<file path="src/rtl/mks_pkg.sv">
// Shared definitions for the matrix keypad scanner: geometry constants, event
// and register codes, reset values, the per-key state record and a saturating add.
// No dependencies.
package mks_pkg;

  localparam int ROWS             = 4;
  localparam int COLS             = 4;
  localparam int DEBOUNCE_SAMPLES = 4;
  localparam int NKEYS            = ROWS * COLS;
  localparam int ROW_W            = $clog2(ROWS);
  localparam int COL_W            = $clog2(COLS);
  localparam int KEY_W            = $clog2(NKEYS);

  localparam logic [1:0] EV_NONE    = 2'd0;
  localparam logic [1:0] EV_PRESS   = 2'd1;
  localparam logic [1:0] EV_RELEASE = 2'd2;
  localparam logic [1:0] EV_REPEAT  = 2'd3;

  localparam logic [1:0] CFG_LONG_PRESS = 2'd0;
  localparam logic [1:0] CFG_REPEAT     = 2'd1;
  localparam logic [1:0] CFG_HOLD_STEP  = 2'd2;

  localparam logic [15:0] LONG_PRESS_RESET = 16'd1000;
  localparam logic [15:0] REPEAT_RESET     = 16'd200;
  localparam logic [7:0]  HOLD_STEP_RESET  = 8'd4;

  typedef struct packed {
    logic [DEBOUNCE_SAMPLES-1:0] hist;
    logic                        released;
    logic [15:0]                 hold;
    logic [15:0]                 thresh;
  } key_state_t;

  localparam key_state_t KEY_STATE_RESET = '{
    hist:     '1,
    released: 1'b1,
    hold:     16'd0,
    thresh:   LONG_PRESS_RESET
  };

  localparam int STATE_W = $bits(key_state_t);

  function automatic logic [15:0] sat_add16(input logic [15:0] a, input logic [15:0] b);
    logic [16:0] s;
    s = {1'b0, a} + {1'b0, b};
    return s[16] ? 16'hFFFF : s[15:0];
  endfunction

endpackage

</file>
<file path="src/rtl/mks_ram.sv">
// Generic single-port-write, single-port-read RAM with a registered read.
// No dependencies.
module mks_ram #(
  parameter int WIDTH = 8,
  parameter int DEPTH = 16
) (
  input  logic                     clk,
  input  logic                     we,
  input  logic [$clog2(DEPTH)-1:0] waddr,
  input  logic [WIDTH-1:0]         wdata,
  input  logic                     re,
  input  logic [$clog2(DEPTH)-1:0] raddr,
  output logic [WIDTH-1:0]         rdata
);

  logic [WIDTH-1:0] mem [DEPTH];

  always_ff @(posedge clk) begin
    if (we) begin
      mem[waddr] <= wdata;
    end
    if (re) begin
      rdata <= mem[raddr];
    end
  end

endmodule

</file>
<file path="src/rtl/mks_key_logic.sv">
// Per-key update: debounce history, press and release detection, hold time
// and long-press repeat threshold. Depends on mks_pkg.
module mks_key_logic (
  input  mks_pkg::key_state_t st,
  input  logic                level,
  input  logic [15:0]         long_press_ms,
  input  logic [15:0]         repeat_ms,
  input  logic [7:0]          hold_step_ms,
  output mks_pkg::key_state_t st_next,
  output logic [1:0]          ev
);

  logic [mks_pkg::DEBOUNCE_SAMPLES-1:0] h;

  always_comb begin
    h       = {st.hist[mks_pkg::DEBOUNCE_SAMPLES-2:0], level};
    st_next = st;
    st_next.hist = h;
    ev      = mks_pkg::EV_NONE;

    priority if (h == '1) begin
      if (!st.released) begin
        ev           = mks_pkg::EV_RELEASE;
        st_next.hold = 16'd0;
      end
      st_next.released = 1'b1;
    end else if (h == '0) begin
      if (st.released) begin
        ev           = mks_pkg::EV_PRESS;
        st_next.hold = 16'd0;
      end else begin
        st_next.hold = mks_pkg::sat_add16(st.hold, {8'd0, hold_step_ms});
      end
      st_next.released = 1'b0;
    end else begin
      st_next.released = st.released;
    end

    if (long_press_ms != 16'd0) begin
      if (st_next.hold >= long_press_ms) begin
        if (st_next.hold >= st.thresh) begin
          st_next.thresh = mks_pkg::sat_add16(st.thresh, repeat_ms);
          if (ev == mks_pkg::EV_NONE) begin
            ev = mks_pkg::EV_REPEAT;
          end
        end
      end else begin
        st_next.thresh = long_press_ms;
      end
    end
  end

endmodule

</file>
<file path="src/rtl/matrix_keypad_scanner_core.sv">
// Matrix keypad scanner core: one request per scan tick, one result per key of the row.
// The first result of a request passes the a and b stage registers into the output register.
// Throughput: one result per cycle while out_ready does not stall; a new request is taken as the
// row's last key advances, set by the one RAM read port, read and written back once per key.
// Reset is synchronous; per-key valid bits make untouched entries read as reset state at once.
// Depends on mks_pkg, mks_ram and mks_key_logic.
module matrix_keypad_scanner_core (
  input  logic        clk,
  input  logic        rst,
  input  logic        cfg_valid,
  output logic        cfg_ready,
  input  logic [1:0]  cfg_index,
  input  logic [15:0] cfg_data,
  input  logic        in_valid,
  output logic        in_ready,
  input  logic [3:0]  col_levels,
  output logic        out_valid,
  input  logic        out_ready,
  output logic [3:0]  key_index,
  output logic [1:0]  event_kind,
  output logic [3:0]  row_drive,
  output logic        last
);

  logic [15:0] long_press_ms;
  logic [15:0] repeat_ms;
  logic [7:0]  hold_step_ms;

  logic [mks_pkg::ROW_W-1:0] row_index;
  logic [mks_pkg::ROW_W-1:0] row_next;
  logic [3:0]                drive_next;

  logic                      a_busy;
  logic [mks_pkg::ROW_W-1:0] a_row;
  logic [mks_pkg::COL_W-1:0] a_col;
  logic [3:0]                a_levels;
  logic [3:0]                a_drive;
  logic [mks_pkg::KEY_W-1:0] a_key;
  logic                      a_level;
  logic                      a_last;

  logic                      b_valid;
  logic [mks_pkg::KEY_W-1:0] b_key;
  logic                      b_level;
  logic                      b_last;
  logic [3:0]                b_drive;
  logic                      b_init;

  logic [mks_pkg::NKEYS-1:0] key_valid;

  logic                         adv;
  logic [mks_pkg::STATE_W-1:0]  ram_rdata;
  mks_pkg::key_state_t          st_cur;
  mks_pkg::key_state_t          st_next;
  logic [1:0]                   ev;

  assign cfg_ready = 1'b1;
  assign adv       = !out_valid || out_ready;

  assign row_next   = (row_index == mks_pkg::ROW_W'(mks_pkg::ROWS - 1)) ?
                      '0 : row_index + mks_pkg::ROW_W'(1);
  assign drive_next = (32'(row_next) < 4) ? ~(4'b0001 << row_next) : 4'hF;

  assign a_key   = mks_pkg::KEY_W'(mks_pkg::KEY_W'(a_row) * mks_pkg::KEY_W'(mks_pkg::COLS)
                   + mks_pkg::KEY_W'(a_col));
  assign a_level = (32'(a_col) < 4) ? a_levels[2'(a_col)] : 1'b0;
  assign a_last  = (a_col == mks_pkg::COL_W'(mks_pkg::COLS - 1));

  assign in_ready = !a_busy || (adv && a_last);

  mks_ram #(
    .WIDTH (mks_pkg::STATE_W),
    .DEPTH (mks_pkg::NKEYS)
  ) u_state_ram (
    .clk   (clk),
    .we    (adv && b_valid),
    .waddr (b_key),
    .wdata (st_next),
    .re    (adv && a_busy),
    .raddr (a_key),
    .rdata (ram_rdata)
  );

  assign st_cur = b_init ? mks_pkg::KEY_STATE_RESET : mks_pkg::key_state_t'(ram_rdata);

  mks_key_logic u_key_logic (
    .st            (st_cur),
    .level         (b_level),
    .long_press_ms (long_press_ms),
    .repeat_ms     (repeat_ms),
    .hold_step_ms  (hold_step_ms),
    .st_next       (st_next),
    .ev            (ev)
  );

  always_ff @(posedge clk) begin
    if (rst) begin
      long_press_ms <= mks_pkg::LONG_PRESS_RESET;
      repeat_ms     <= mks_pkg::REPEAT_RESET;
      hold_step_ms  <= mks_pkg::HOLD_STEP_RESET;
      row_index     <= '0;
      a_busy        <= 1'b0;
      a_col         <= '0;
      b_valid       <= 1'b0;
      out_valid     <= 1'b0;
      key_valid     <= '0;
    end else begin
      if (cfg_valid && cfg_ready) begin
        unique case (cfg_index)
          mks_pkg::CFG_LONG_PRESS: long_press_ms <= cfg_data;
          mks_pkg::CFG_REPEAT:     repeat_ms     <= cfg_data;
          mks_pkg::CFG_HOLD_STEP:  hold_step_ms  <= cfg_data[7:0];
          default: ;
        endcase
      end

      if (in_valid && in_ready) begin
        row_index <= row_next;
        a_busy    <= 1'b1;
        a_col     <= '0;
      end else if (adv && a_busy) begin
        if (a_last) begin
          a_busy <= 1'b0;
        end else begin
          a_col <= a_col + mks_pkg::COL_W'(1);
        end
      end

      if (adv) begin
        b_valid   <= a_busy;
        out_valid <= b_valid;
        if (b_valid) begin
          key_valid[b_key] <= 1'b1;
        end
      end
    end
  end

  always_ff @(posedge clk) begin
    if (in_valid && in_ready) begin
      a_row    <= row_index;
      a_levels <= col_levels;
      a_drive  <= drive_next;
    end
    if (adv && a_busy) begin
      b_key   <= a_key;
      b_level <= a_level;
      b_last  <= a_last;
      b_drive <= a_drive;
      b_init  <= !key_valid[a_key];
    end
    if (adv && b_valid) begin
      key_index  <= 4'(b_key);
      event_kind <= ev;
      row_drive  <= b_drive;
      last       <= b_last;
    end
  end

endmodule
</file>
<file path="config.mk">
export PLATFORM = sky130hd
export DESIGN_NAME = matrix_keypad_scanner_core
export DESIGN_NICKNAME = d
export VERILOG_FILES = /design/src/rtl/mks_pkg.sv /design/src/rtl/mks_ram.sv /design/src/rtl/mks_key_logic.sv /design/src/rtl/matrix_keypad_scanner_core.sv
export SDC_FILE = /design/constraint.sdc
export NUM_CORES = 1
export LEC_CHECK = 0
export BUFFER_PORTS_ARGS = -buffer_cell sky130_fd_sc_hd__clkbuf_2
export CAP_MARGIN = 0
export CORE_ASPECT_RATIO = 0.7
export CORE_UTILIZATION = 45
export CTS_CLUSTER_SIZE = 24
export DETAILED_ROUTE_END_ITERATION = 8
export PLACE_DENSITY = 0.65
export RECOVER_POWER = 50
export SYNTH_ARGS = -nofsm -noshare
export SYNTH_HDL_FRONTEND = slang
export SYNTH_SLANG_ARGS = --single-unit
</file>
<file path="constraint.sdc">
create_clock -name clk -period 8.6 [get_ports clk]
set_clock_uncertainty 0.2 [all_clocks]
set_input_delay 1.72 -clock clk [delete_from_list [all_inputs] [get_ports clk]]
set_output_delay 1.72 -clock clk [all_outputs]
set_load 0.02 [all_outputs]
</file>
**After elaboration in Yosys (flattened, before gate mapping)**

Memories as Yosys holds them, arrays and structs flattened. A register that Yosys moved wholly into a read port is not among the register bits.
Cells that the tools add are included.

- Add/subtract/negate cells: 5
- Order comparisons: 6
- Equality and inequality tests: 5
- Shifts and indexed selects: 1
- Muxes and demuxes: 31
- Bitwise gates (word level): 3
- Reduce and logical (&&, ||, !) cells: 23

Operators by type and width:

| kind | count |
|---|---|
| two-way mux 16 bit | 8 |
| two-way mux 36 bit | 1 |
| >= comparator 16 bit | 2 |
| adder 16 x 16 -> 17 bit | 1 |
| adder 16 x 8 -> 17 bit | 1 |
| two-way mux 17 bit | 1 |
| two-way mux 2 bit | 8 |
| OR 16 bit | 1 |
| nonzero test 16 bit | 1 |
| AND reduction 2 bit | 6 |
| less-than comparator 4 x 5 -> 1 bit, second input constant | 2 |
| two-way mux 1 bit | 10 |
| == test 2 bit, second input constant | 3 |
| logical AND 1 bit | 5 |
| adder 2 x 1 -> 2 bit, second input constant | 2 |
| adder 4 x 2 -> 4 bit | 1 |
| binary-select mux 1 bit (select 4 bit) | 1 |
| demux 1 bit (select 4 bit) | 1 |
| == test 4 bit, second input constant | 1 |
| >= comparator 4 x 1 -> 1 bit, second input constant | 1 |
| zero test 2 bit | 2 |
| zero test 4 bit | 1 |
| inverter 4 bit | 1 |
| nonzero test 2 bit | 2 |
| other kinds (8) | 11 |

- Register bits after elaboration: 95
- Memory bits (writable): 592
- Input port bits: 27
- Output and inout bits: 14
- Word-level logic and storage cells: 96
- Memories kept: 1

Memory list:

| name | words | bits a word | rd ports | clocked after memory_dff | write ports | RTL line | text |
|---|---|---|---|---|---|---|---|
| u_state_ram.mem | 16 | 37 | 1 | 1 | 1 | mks_ram.sv:16 | `logic [WIDTH-1:0] mem [DEPTH];` |

**Logic depth before layout (Yosys ltp)**

Gate-level depths: netlist of the first run.

- Word-level depth: 10
- Depth in mapped cells: 24
- Gate-level depth less buffers: 20

**By module**

A second synthesis of the first run with hierarchy kept.

- Cell total of the unflattened synthesis: 1,682
- Area, all modules: 29,658.4 sq um

Modules (own cells, without submodules):

| module | instances | cells an instance | area an instance (sq um) | sequential area each (sq um) |
|---|---|---|---|---|
| mks_ram | 1 | 963 | 23,312.4 | 18,888.1 |
| matrix_keypad_scanner_core | 1 | 359 | 3,718.6 | 2,222.1 |
| mks_key_logic | 1 | 360 | 2,627.5 | 0.0 |

**Worst setup path before layout of the first run**

No wires, ideal clock.

- Path type: flip-flop to flip-flop
- From: register b_init
- To: memory u_state_ram.mem[0][1] (netlist name) (data pin)
- Setup time: 0.356 ns
- Arrival time: 6.978 ns
- Required time: 8.044 ns
- Path slack: 1.067 ns
- Stages on the path, launching flop included: 23
- Buffers on the path: 5
- Clock period less this slack: 7.533 ns
- Cell sequence: edfxtp_1 -> buf_4 -> clkbuf_1 -> nor2b_1 -> ha_1 -> ha_1 -> inv_1 -> a2111oi_4 -> o221a_2 -> o21a_4 -> or2_1 -> clkbuf_1 -> o41ai_1 -> a2111oi_0 -> ha_1 -> nand2_1 -> o31ai_1 -> or3_1 -> o21a_1 -> buf_2 -> a21o_4 -> buf_6 -> a222oi_1

RTL lines:

| what | RTL line | text |
|---|---|---|
| start, declared | matrix_keypad_scanner_core.sv:47 | `logic b_init;` |
| start signal, assigned | matrix_keypad_scanner_core.sv:150 | `b_init <= !key_valid[a_key];` |
| end, declared | mks_ram.sv:16 |  |

==> run summary, run 1 <==
The clock tree from TritonCTS is built. The achievable frequency came out at 133.5 MHz. The initial detailed-routing violation count came out at 1743. The final critical-path required period is about 7.5 ns. The number of antenna violations at the first check in global routing came out at 1. The pre-antenna-repair detailed-routing pass consisted of 6 iterations. Setup repair after global routing left no endpoint under its margin. The number of vias per cell is about 6.0.

By area, the combinational part of the netlist is dominated by multiplexers. The internal portion of the total power is 5.486 mW. By startpoint and endpoint, the worst setup path is classified as register to register. The number of failing setup endpoints in the final timing report came out at 0. Net switching is 20.68% of the power. The number of sinks handled by clock tree synthesis is 707.

The flow ran to the end, but the final reports show violations. The count of warnings emitted by yosys came out at 0. The CTS root buffer is sky130_fd_sc_hd__clkbuf_16. On the worst path, the slowest cell contributes a delay of roughly 1.1 ns. The number of nets handed over by synthesis was 1690. Across every metal layer, demand over resource in global routing totals 21.37%.

The final estimated routing congestion in global placement is 0.9377. The switching component of the power is 1.431 mW. The largest fanout of any net on the critical path is 19. The adder-cell share of the synthesized area came out at between 2 and 2.5%. The count of state elements after synthesis is 707. For this run, asynchronously set or reset flops after synthesis account for 0%. The setup total negative slack is 0 ns.

The fraction of power consumed by sequential logic is between 50 and 60%. The boundary pin count came out at 41. The critical path goes through or2_0 -> nor2_2 -> o21ai_0 -> or2_1 -> o21ai_0 -> nand2_1 -> ha_1 -> a211oi_1 -> o21bai_1 -> a211oi_1 -> o31ai_1 -> or3_1 -> o211ai_1 -> nor3_1 -> a221oi_1 -> buf_4. Yosys attributes the largest share of cell area to sky130_fd_sc_hd__edfxtp_1 66%, sky130_fd_sc_hd__mux4_2 14%, sky130_fd_sc_hd__dfxtp_1 4.3%.

The peak ir drop on the vdd network came out at 0.1587 mV. The logic gate share of total power came out at 4.9%. Counting along the longest clock path gives a buffer depth of 3. The CTS H-tree depth came out at 2. The distinct cell type count after synthesis came out at just under 80. Yosys mapped a number of flops with a built-in enable equal to 644. The final cell utilization of the core is 51.03%. The x dimension of the die came out at 306.2 um. Leaving out fill and tap cells, the most frequent cell in the layout is sky130_fd_sc_hd__edfxtp_1. The total number of vias is 15.52k. The die span in y came out at 214.9 um. The buffers inserted during post-CTS setup optimization came out at 0. The total wirelength of the detailed-routed design came out at 69.34 mm. The via count of the first global-routing pass is 15.21k.

The starting utilization of the core area came out at 45.84%. The sequential area share after synthesis came out at 70.67%. The total number of cells along the worst setup path is 16. Counting instances, the worst hold path has a depth of 0. The path class of the tightest hold or removal check is register to register. The static leakage power came out at 10.27 nW.

The worst endpoint required time came out at between 8 and 9 ns. The max-slew violation count came out at 751. The number of maximum-capacitance constraint violations came out at 24. The share of Yosys cell area claimed by the top area cell type is 66.34%.

After clock tree synthesis, the clock-pin slew on the worst setup and hold paths is 0.07 ns. The remaining antenna violation count after routing came out at 0. The clock group share of total power came out at 39.8%. The cell area power density is 213.2 mW/mm2.

The TritonCTS buffer count came out at 61. The overall overflow remaining after global route is 0. The synthesized design spends more area on one cell type than any other, namely sky130_fd_sc_hd__edfxtp_1.

The average size of a mapped cell came out at between 15 and 20 um2. The number of design rule violations left after detail routing came out at 0. In the layout the commonest cells are 644 x sky130_fd_sc_hd__edfxtp_1, 186 x sky130_fd_sc_hd__mux4_2, 91 x sky130_fd_sc_hd__nand2_1. After synthesis, the share of cell area in mux cells is 14.72%. The quantity of I/O buffers inserted on ports came out at 39. The share of post-route cells with drive strength above 1 came out at 21.26%. Hold repair after CTS inserted 0 buffers. Counting both buffers and inverters, the worst setup path holds a total of 1.

The category of the worst setup path launch point is a register. At the worst endpoint, the arrival time is 7.74 ns. Synthesis produced 1607 cells. After filler insertion, the fill cell instance count of the layout stands at 5091. The number of placement rows came out at 77.

The area fraction in compound gates after synthesis came out at about 4.8%. STA classifies the critical path endpoint as a register. The xor and xnor fraction of the mapped netlist area is 0.6911%. The number of diodes added for antenna fixing is 0.

The cell area after technology mapping is 0.02915 mm2. The gate family responsible for the most delay along the worst path is simple AND/OR/NAND/NOR gates. The count of cells along the worst register-to-register path is 16. The area growth from synthesis to layout came out at 11.31%.

The largest net degree at the start of global routing is 71. The global-route wire length before repair is 102.7 mm. The final routed wire length divided by cell count is ~27 um.

The post-layout net count came out at 1769. The insertion delay of the later-clocked pin in the worst-skew pair came out at 0.63 ns. The headroom to the max-slew limit is -203.3%. The count of instances resized after the clock tree is built came out at 0.

The full die area is 0.06581 mm2. The final reports fail on max-capacitance violations, max-slew violations. The core region area is 0.06359 mm2. The number of endpoints with negative hold slack in the final report came out at 0. The total half-perimeter wirelength after legalization and detailed placement is around 40 mm.

The area fraction in and, or, nand and nor cells after synthesis is 4.838%. The actual slew at the worst max-slew pin came out at 4.550 ns. The dominant register cell in the synthesized netlist is sky130_fd_sc_hd__edfxtp_1.

The slowest stage of the critical path belongs to the cell sky130_fd_sc_hd__o211ai_1. The final cycle utilization of the critical path is 87.08%.
[per-layer routing]
layer | wire length (um) | up-vias | track usage (%)
met5 | 0 | - | 0
met4 | 1180 | 0 | 4.350
met3 | 5123 | 82 | 3.728
met2 | 30660 | 581 | 31.04
met1 | 32390 | 8196 | 33.85
li1 | - | 6656 | -
[power groups by stage]
stage	Clock [mW]	Sequential [mW]	Combinational [mW]
after floorplan	0	3.87	0.238
after global placement	0	3.90	0.330
after detailed placement	0	3.90	0.337
after CTS	2.80	3.82	0.338
after global routing	2.93	3.83	0.367
final	2.75	3.82	0.340
[cell usage after synthesis, types with 7 or more instances]
library cell	n
sky130_fd_sc_hd__nand2_1	91
sky130_fd_sc_hd__nor4_1	12
sky130_fd_sc_hd__ha_1	55
sky130_fd_sc_hd__o31ai_1	7
sky130_fd_sc_hd__nor2b_1	11
sky130_fd_sc_hd__mux4_2	186
sky130_fd_sc_hd__nand2b_1	8
sky130_fd_sc_hd__nor3_1	21
sky130_fd_sc_hd__inv_1	54
sky130_fd_sc_hd__xnor2_1	14
sky130_fd_sc_hd__dfxtp_1	63
sky130_fd_sc_hd__nand3_1	12
sky130_fd_sc_hd__xor2_1	9
sky130_fd_sc_hd__buf_1	15
sky130_fd_sc_hd__a21o_1	12
sky130_fd_sc_hd__nand4_1	7
sky130_fd_sc_hd__a221oi_1	18
sky130_fd_sc_hd__a21oi_1	63
sky130_fd_sc_hd__or2_2	7
sky130_fd_sc_hd__a211o_1	11
sky130_fd_sc_hd__mux2i_1	8
sky130_fd_sc_hd__a211oi_1	8
sky130_fd_sc_hd__edfxtp_1	644
sky130_fd_sc_hd__clkbuf_1	54
sky130_fd_sc_hd__o21ai_0	23
sky130_fd_sc_hd__nor2_1	90
[flip-flops by register name, summed over array words and instances, names as in the netlist, 2 cells and up]
register and cells:
b_drive 4, key_valid 16, a_levels 4, a_col 2, long_press_ms 16, key_index 4
u_state_ram.mem 576, u_state_ram.rdata 36, b_key 4, repeat_ms 16, a_drive 4, hold_step_ms 8
row_index 2, a_row 2, event_kind 2, row_drive 4
[kinds of logic (layout without fill, tap and decap cells)]
family,after synthesis,after routing
DFF,707,707
and+or+nand+nor,293,293
AOI/OAI and AO/OA,199,199
muxes,196,196
buffers and inverters,132,261
adders and majority gates,56,56
xor gates and xnor gates,23,23
other,1,1
[worst paths after layout]
check,start,endpoint,slack [ns]
hold reg to reg,b_drive[2]$_DFFE_PP_,row_drive[2]$_DFFE_PP_,0.22
setup reg to reg,b_init$_DFFE_PP_,u_state_ram.mem[4][15]$_DFFE_PP_,1.11
setup / recovery,b_init$_DFFE_PP_,u_state_ram.mem[4][15]$_DFFE_PP_,1.11
hold / removal,b_drive[2]$_DFFE_PP_,row_drive[2]$_DFFE_PP_,0.22
[stage by stage]
step | instance area (um2) | cells | power (mW) | setup slack [ns] | hold slack [ns]
after floorplan | 29150 | 1607 | 4.113 | 1.067 | 0.2003
after global placement | 30640 | 2452 | 4.225 | 1.643 | 0.2077
after detailed placement | 30640 | 2452 | 4.232 | 1.411 | 0.2117
after CTS | 32630 | 2565 | 6.957 | 1.402 | 0.2268
after global routing | 32440 | 2565 | 7.123 | 0.5516 | 0.2390
final | 32440 | 2565 | 6.917 | 1.111 | 0.2212
[final cells by class]
type	count	area, um2	area share (%)
multi-input cells	768	8098	24.96
inverters	54	202.7	0.6247
well taps	829	1037	3.197
clock buffers	81	1644	5.067
clock inverters	32	341.6	1.053
flip-flops and latches	707	20600	63.50
repair buffers	94	518.0	1.597
Power figures use the tool's default switching activity.
==> inputs of run 2 (changes only) <==
--- a/config.mk
+++ b/config.mk
@@ -7,11 +7,13 @@
 export LEC_CHECK = 0
 export BUFFER_PORTS_ARGS = -buffer_cell sky130_fd_sc_hd__clkbuf_2
 export CAP_MARGIN = 0
+export CELL_PAD_IN_SITES_DETAIL_PLACEMENT = 1
+export CELL_PAD_IN_SITES_GLOBAL_PLACEMENT = 1
 export CORE_ASPECT_RATIO = 0.7
 export CORE_UTILIZATION = 45
 export CTS_CLUSTER_SIZE = 24
 export DETAILED_ROUTE_END_ITERATION = 8
-export PLACE_DENSITY = 0.65
+export PLACE_DENSITY = 0.72
 export RECOVER_POWER = 50
 export SYNTH_ARGS = -nofsm -noshare
 export SYNTH_HDL_FRONTEND = slang
==> run 2 against run 1 <==
The flow still finishes with violations (max-capacitance violations, max-slew violations). Core utilization rose by 0.23 points. Critical path depth grew 1. Wire length increased by 9.5%. Global-route usage rose by 2.0 points. Largest power group unchanged.
==> run summary, run 2 (same netlist as run 1, synthesis figures left out) <==
The run finished, with violations left. The final reports fail on max-capacitance violations, max-slew violations. The share of post-route cells with drive strength above 1 came out at between 20% and 30%. The slowest stage of the critical path belongs to the cell sky130_fd_sc_hd__nor2_1.

The final routed wire length divided by cell count is 29.53 um. The post-cts hold buffer count came out at 0. The x dimension of the die is around 310 um. The setup total negative slack came out at 0 ns. After clock tree synthesis, the repair step resized 0 gates. The CTS H-tree depth is 3. The worst reg2reg path startpoint is b_init$_DFFE_PP_. The actual slew at the worst max-slew pin is 3.627 ns. For the worst setup path, the data required time is 8.74 ns. The quantity of I/O buffers inserted on ports came out at 39. The total number of vias is 15.70k. Based on the critical path, the design can be clocked at up to 127.9 MHz. The capture point of the critical path is u_state_ram.mem[14][1]$_DFFE_PP_. The congestion estimate from routability-driven global placement came to 0.9084.

During I/O placement, the number of pins put on the boundary was 41. The largest fanout of any net on the critical path came out at 24. The total wirelength of the detailed-routed design came out at 75.91 mm. The number of sinks handled by clock tree synthesis came out at 707. The root buffer cell chosen for the clock tree is sky130_fd_sc_hd__clkbuf_16. Entering global routing, the biggest net connects 111 pins.

The number of endpoints with negative hold slack in the final report came out at 0. The headroom to the max-slew limit came out at -141.8%. The global-route wire length before repair came out at 111.8 mm. The number of antenna violations at the first check in global routing is 2. The clock passes through at most 3 buffers. The floorplan has 77 rows. The total half-perimeter wirelength after legalization and detailed placement is between 40 and 50 mm.

The final cycle utilization of the critical path came out at 90.91%. The most common cell after layout, fill and taps aside is sky130_fd_sc_hd__edfxtp_1. The die covers 0.06581 mm2. The later pin in the worst-skew pair is clocked with a latency of 0.61 ns. The core region area came out at 0.06359 mm2. The area growth from synthesis to layout came out at 11.81%. The type of the worst min-delay path is register to register. Walking the worst path, the cells encountered are buf_4 -> or2_0 -> nor2_1 -> o21ai_0 -> or2_1 -> o21ai_0 -> nand2_1 -> ha_1 -> a211oi_1 -> o21bai_1 -> a211oi_1 -> o31ai_1 -> or3_1 -> o21a_1 -> nor2_1 -> a222oi_1 -> buf_4. The number of vias per cell came out at 6.108. The total overflow left after global routing is 0. The most critical setup path has its startpoint at b_init$_DFFE_PP_.

The clock-pin slew of the registers on the worst-case setup and hold paths came out at ~0.07 ns. The peak ir drop on the vdd network came out at 0.2904 mV. The max-slew violation count was 695. The destination of the worst register-to-register timing path is u_state_ram.mem[14][1]$_DFFE_PP_. The remaining antenna violation count after routing is 0. The via count of the first global-routing pass is 16.68k. The setup slack of the worst register-to-register path came out at slightly below 0.8 ns. For the worst setup path, the data arrival time is 7.96 ns.

The worst setup path is captured at a register. Counting flops per register, the top entry is u_state_ram.mem. The cell area power density is 218.1 mW/mm2. The post-layout net count is 1776. The buffers inserted during post-CTS setup optimization is 0. Setup violations remaining at the end of the flow were counted as 0. The top cell types in the final layout, fill and taps aside, are 644 x sky130_fd_sc_hd__edfxtp_1, 186 x sky130_fd_sc_hd__mux4_2, 91 x sky130_fd_sc_hd__nand2_1. Once the floorplan was initialized, standard cells occupied 45.84% of the core.

The critical path is of the register to register type. The worst setup path is launched from a register. After layout, the design draws a total of 7.107 mW. The final critical-path required period came out at 7.818 ns. The clock tree from TritonCTS is built. The peak per-stage delay on the critical path came out at 0.95 ns. For this run, the detailed router's first-pass iteration total came to 5. After the first detailed-routing iteration, the DRC count stood at 1651.

Global routing consumed, over all layers together, between 20% and 30% of the routing resources. The number of cells on the worst hold path is 0. The number of maximum-capacitance constraint violations is 25. The number of flip-flops in the largest register is 576. After detailed routing, the number of remaining DRC violations is 0.

Setup repair after global routing left no endpoint under its margin. The count of cells along the worst register-to-register path came out at 17. The static leakage power is 10.35 nW. TritonCTS created 67 clock buffers.

The die span in y is ~210 um. The largest registers in the layout are u_state_ram.mem x576, u_state_ram.rdata x36.
-- run 2: cell count changes in the layout (fill, tap and decap cells not counted), sizes merged --
cell	previous run	this run
bufinv	7	5
clkbuf	140	154
clkinvlp	4	2
diode	0	2
clkinv	19	13
-- run 2: metrics by stage --
stage	cells	util [%]	area (um2)	hold slack (ns)	worst slack, ns
floorplan	1607	-	29150	0.2003	1.067
global placement	2453	48.22	30660	0.2078	1.754
detailed placement	2453	48.22	30660	0.2063	1.423
CTS	2569	51.58	32800	0.2095	1.325
global route	2571	51.26	32590	0.2281	0.4262
finish	2571	51.26	32590	0.2142	0.7820
-- run 2: layer usage --
layer  up-vias  part of all wire, %  GRT usage, %
met5         -                    0             0
met3       102                  6.3         4.122
met2       536                   47         36.29
met1      8411                   45         34.26
met4         0                  2.1         6.383
li1       6655                    -             -
-- run 2: how the worst min path moves through the flow --
stage	from	end	slack, ns
3_3_place_gp	a_drive[3]$_DFFE_PP_	b_drive[3]$_DFFE_PP_	0.21
6_report	b_drive[2]$_DFFE_PP_	row_drive[2]$_DFFE_PP_	0.21
3_5_place_dp	b_drive[2]$_DFFE_PP_	row_drive[2]$_DFFE_PP_	0.21
4_1_cts	b_drive[2]$_DFFE_PP_	row_drive[2]$_DFFE_PP_	0.21
2_1_floorplan	a_drive[0]$_DFFE_PP_	b_drive[0]$_DFFE_PP_	0.20
5_1_grt	a_drive[3]$_DFFE_PP_	b_drive[3]$_DFFE_PP_	0.23
-- run 2: area by class of cell --
type | instances | area (um2)
timing repair buffer | 95 | 534.3
antenna | 2 | 5.005
inverter | 54 | 202.7
sequential | 707 | 20600
tap | 829 | 1037
fill | 5856 | 30990
multi-input combinational | 768 | 8077
clock buffer | 94 | 1893
clock inverter | 22 | 242.7
-- run 2: where the power goes --
group          switching (mW)  internal (mW)
Combinational           0.193          0.150
Sequential             0.0447           3.78
Clock                    1.25           1.69
Total                    1.48           5.62
-- run 2: worst max-delay path: cells and delay by family (launching register included) --
kind / cells / cell delay [ns]
and+or+nand+nor: 6 / 3.62
AOI/OAI and AO/OA: 8 / 2.03
DFF: 1 / 0.58
adders and majority gates: 1 / 0.49
buffers and inverters: 2 / 0.60
==> inputs of run 3 (changes only) <==
--- a/config.mk
+++ b/config.mk
@@ -15,6 +15,7 @@
 export DETAILED_ROUTE_END_ITERATION = 8
 export PLACE_DENSITY = 0.72
 export RECOVER_POWER = 50
+export REMOVE_ABC_BUFFERS = 1
 export SYNTH_ARGS = -nofsm -noshare
 export SYNTH_HDL_FRONTEND = slang
 export SYNTH_SLANG_ARGS = --single-unit
==> run 3 against run 2 <==
The flow still finishes with violations (max-capacitance violations, max-slew violations). Global-route usage fell by 0.22 points. Cell count increased by 0.19%. Worst setup slack better by 0.21 ns. First-iteration DRC count is 7.4% higher. Clock power is 1% higher. Total power grew 0.48%. Register-to-register slack gained 0.21 ns. Count of clock-buffer cells in the layout decreased by 3. Largest cell class unchanged. Largest power group unchanged. Highest routed layer unchanged.
==> run summary, run 3 (same netlist as run 1, synthesis figures left out) <==
The flow ran to the end, but the final reports show violations. The checks that failed: max-capacitance violations, max-slew violations. The remaining antenna violation count after routing came out at 0.

The via count of the first global-routing pass came to around 16k. The number of antenna violations at the first check in global routing came to 1. Setup repair after global routing left no endpoint under its margin.

The setup total negative slack came out at 0 ns. The number of design rule violations left after detail routing is 0. In this run the clock root is driven by a sky130_fd_sc_hd__clkbuf_16. Of all nets on the critical path, the largest fanout is 20. The clock-pin slew of the registers on the worst-case setup and hold paths came out at 0.06 ns. The category of the worst setup path launch point is a register. The deepest clock path buffer count came out at 3.

The final cell utilization of the core is 51.48%. In this run, post-CTS hold repair placed 0 buffers. The quantity of I/O buffers inserted on ports is 39.

The buffers inserted during post-CTS setup optimization came out at 0. The worst setup path is of the register to register kind. The final routed wire length divided by cell count came out at 29.13 um. The number of flip-flops in the largest register came out at 576. The largest registers in the layout are u_state_ram.mem x576, u_state_ram.rdata x36. 0 antenna diodes ended up in the layout.

The path class of the tightest hold or removal check is register to register. The number of maximum-capacitance constraint violations came out at 18. The headroom to the max-slew limit is -164.9%. The overall routing resource usage came out at 23.17%. The clock tree from TritonCTS is built. For the worst setup path, the data arrival time is about 7.8 ns. The CTS H-tree depth is 3. For this configuration, the core starts out at a cell density of 45.84%. The die span in y is roughly 210 um. The initial detailed-routing violation count came out at 1773. The initialized floorplan defines 77 standard-cell rows.

The number of endpoints with negative hold slack in the final report is 0. The core region area came out at 0.06359 mm2. The number of sinks handled by clock tree synthesis came out at 707. The number of failing setup endpoints in the final timing report is 0. The full die area is 0.06581 mm2. Of the cells placed in the final design, the portion with a size suffix greater than 1 is 22.95%. The total power consumption of the routed design is 7.141 mW.

Leaving out filler cells and counting taps, the final layout contains between 2k and 3k. The detailed-router iteration count before antenna repair is 5. At the pin with the least slew margin, the transition time is 3.973 ns. The worst endpoint required time came out at 8.75 ns. The TritonCTS buffer count came out at 69. The final estimated routing congestion in global placement came out at 0.8708. The most common cell after layout, fill and taps aside is sky130_fd_sc_hd__edfxtp_1. The count of instances resized after the clock tree is built came out at 0.

The global-route wire length before repair is 110.0 mm. The static leakage power is 10.40 nW. The achievable frequency came out at 131.4 MHz.

Compared with the post-synthesis result, the final layout area differs by 12.29%. Clock latency on the worst-skew pair, taken at its later pin, is 0.63 ns. Summing over every cut layer, the via total after detailed routing is 15.70k.

The cell area power density came out at ~220 mW/mm2. The largest net degree at the start of global routing is 64. Prior to clock tree synthesis, the placed netlist has a worst setup slack of 1.582 ns. In the final design database the tool counted 1779 nets. The final cycle utilization of the critical path is 88.52%. The overall overflow remaining after global route is 0. More flip-flops sit in one register than any other, and that register is u_state_ram.mem.

The total half-perimeter wirelength after legalization and detailed placement is 43.22 mm. The post-place instance area is 0.03065 mm2. Setup slack on the critical path of the routed design comes to 0.9876 ns.

The design area is approximately 0.033 mm2. The total wirelength of the detailed-routed design came out at 75.05 mm. The max-slew violation count came out at just under 700. The peak ir drop on the vdd network came out at 0.1583 mV. The number of vias per cell came out at 6.095. In this run the horizontal extent of the chip is between 300 and 400 um. Hold timing on the final database bottoms out at a slack of 0.2195 ns. The number of placed cells counting well taps is 2453. The critical path capture point type is a register.

The clock period could shrink to between 7 and 8 ns. During I/O placement, the number of pins put on the boundary was 41. In the layout the commonest cells are 644 x sky130_fd_sc_hd__edfxtp_1, 186 x sky130_fd_sc_hd__mux4_2, 91 x sky130_fd_sc_hd__nand2_1.
[run 3: cell count changes in the layout (fill, tap and decap cells not counted), moves of 2 or more]
| cell | delta |
|---|---|
| sky130_fd_sc_hd__nor2_1 | -9 |
| sky130_fd_sc_hd__clkbuf_2 | +2 |
| sky130_fd_sc_hd__clkinv_4 | +2 |
| sky130_fd_sc_hd__nor3_2 | +2 |
| sky130_fd_sc_hd__nor3_1 | -2 |
| sky130_fd_sc_hd__clkinv_1 | -2 |
| sky130_fd_sc_hd__diode_2 | -2 |
| sky130_fd_sc_hd__clkbuf_1 | -5 |
| sky130_fd_sc_hd__nor2_4 | +9 |
| sky130_fd_sc_hd__clkinv_2 | +5 |
| sky130_fd_sc_hd__buf_4 | +2 |
| sky130_fd_sc_hd__inv_6 | +2 |
[run 3: critical path: stages (launching register included)]
cell and delay (ns):
sky130_fd_sc_hd__edfxtp_1 0.44, sky130_fd_sc_hd__clkbuf_1 0.49, sky130_fd_sc_hd__or2_2 0.63, sky130_fd_sc_hd__nor2_1 0.75
sky130_fd_sc_hd__o21ai_0 0.37, sky130_fd_sc_hd__or2_1 0.48, sky130_fd_sc_hd__o21ai_0 0.23, sky130_fd_sc_hd__nand2_1 0.40
sky130_fd_sc_hd__ha_1 0.47, sky130_fd_sc_hd__a211oi_1 0.26, sky130_fd_sc_hd__o21bai_1 0.14, sky130_fd_sc_hd__a211oi_1 0.36
sky130_fd_sc_hd__o31ai_1 0.11, sky130_fd_sc_hd__or3_1 0.39, sky130_fd_sc_hd__o21a_1 0.29, sky130_fd_sc_hd__nor2_1 0.75
sky130_fd_sc_hd__a222oi_1 0.29, sky130_fd_sc_hd__buf_4 0.28
[run 3: area by class of cell]
type	instances	area [um2]
Clock buffer	91	1861
Multi-Input combinational cell	768	8177
Inverter	54	202.7
Timing Repair Buffer	96	539.3
Sequential cell	707	20600
Clock inverter	31	315.3
Fill cell	5798	30850
Tap cell	829	1037
[run 3: final timing paths]
kind,from,slack (ns),end,depth (start not counted)
max,b_init$_DFFE_PP_,0.99,u_state_ram.mem[15][1]$_DFFE_PP_,17
min,b_drive[0]$_DFFE_PP_,0.22,row_drive[0]$_DFFE_PP_,0
max reg2reg,b_init$_DFFE_PP_,0.99,u_state_ram.mem[15][1]$_DFFE_PP_,17
min reg2reg,b_drive[0]$_DFFE_PP_,0.22,row_drive[0]$_DFFE_PP_,0
[run 3: where the power goes]
part	total, mW	internal, mW	leakage, nW	switching, mW
Combinational	0.341	0.150	3.16	0.191
Clock	2.97	1.68	1.06	1.29
Sequential	3.83	3.78	6.18	0.0442
[run 3: layer usage]
metal | vias up | share of wire (%) | global-route usage, %
met5 | - | 0 | 0
met4 | 0 | 1.6 | 5.483
met3 | 95 | 6.8 | 3.925
met2 | 565 | 45 | 34.41
met1 | 8372 | 46 | 35.78
li1 | 6669 | - | -
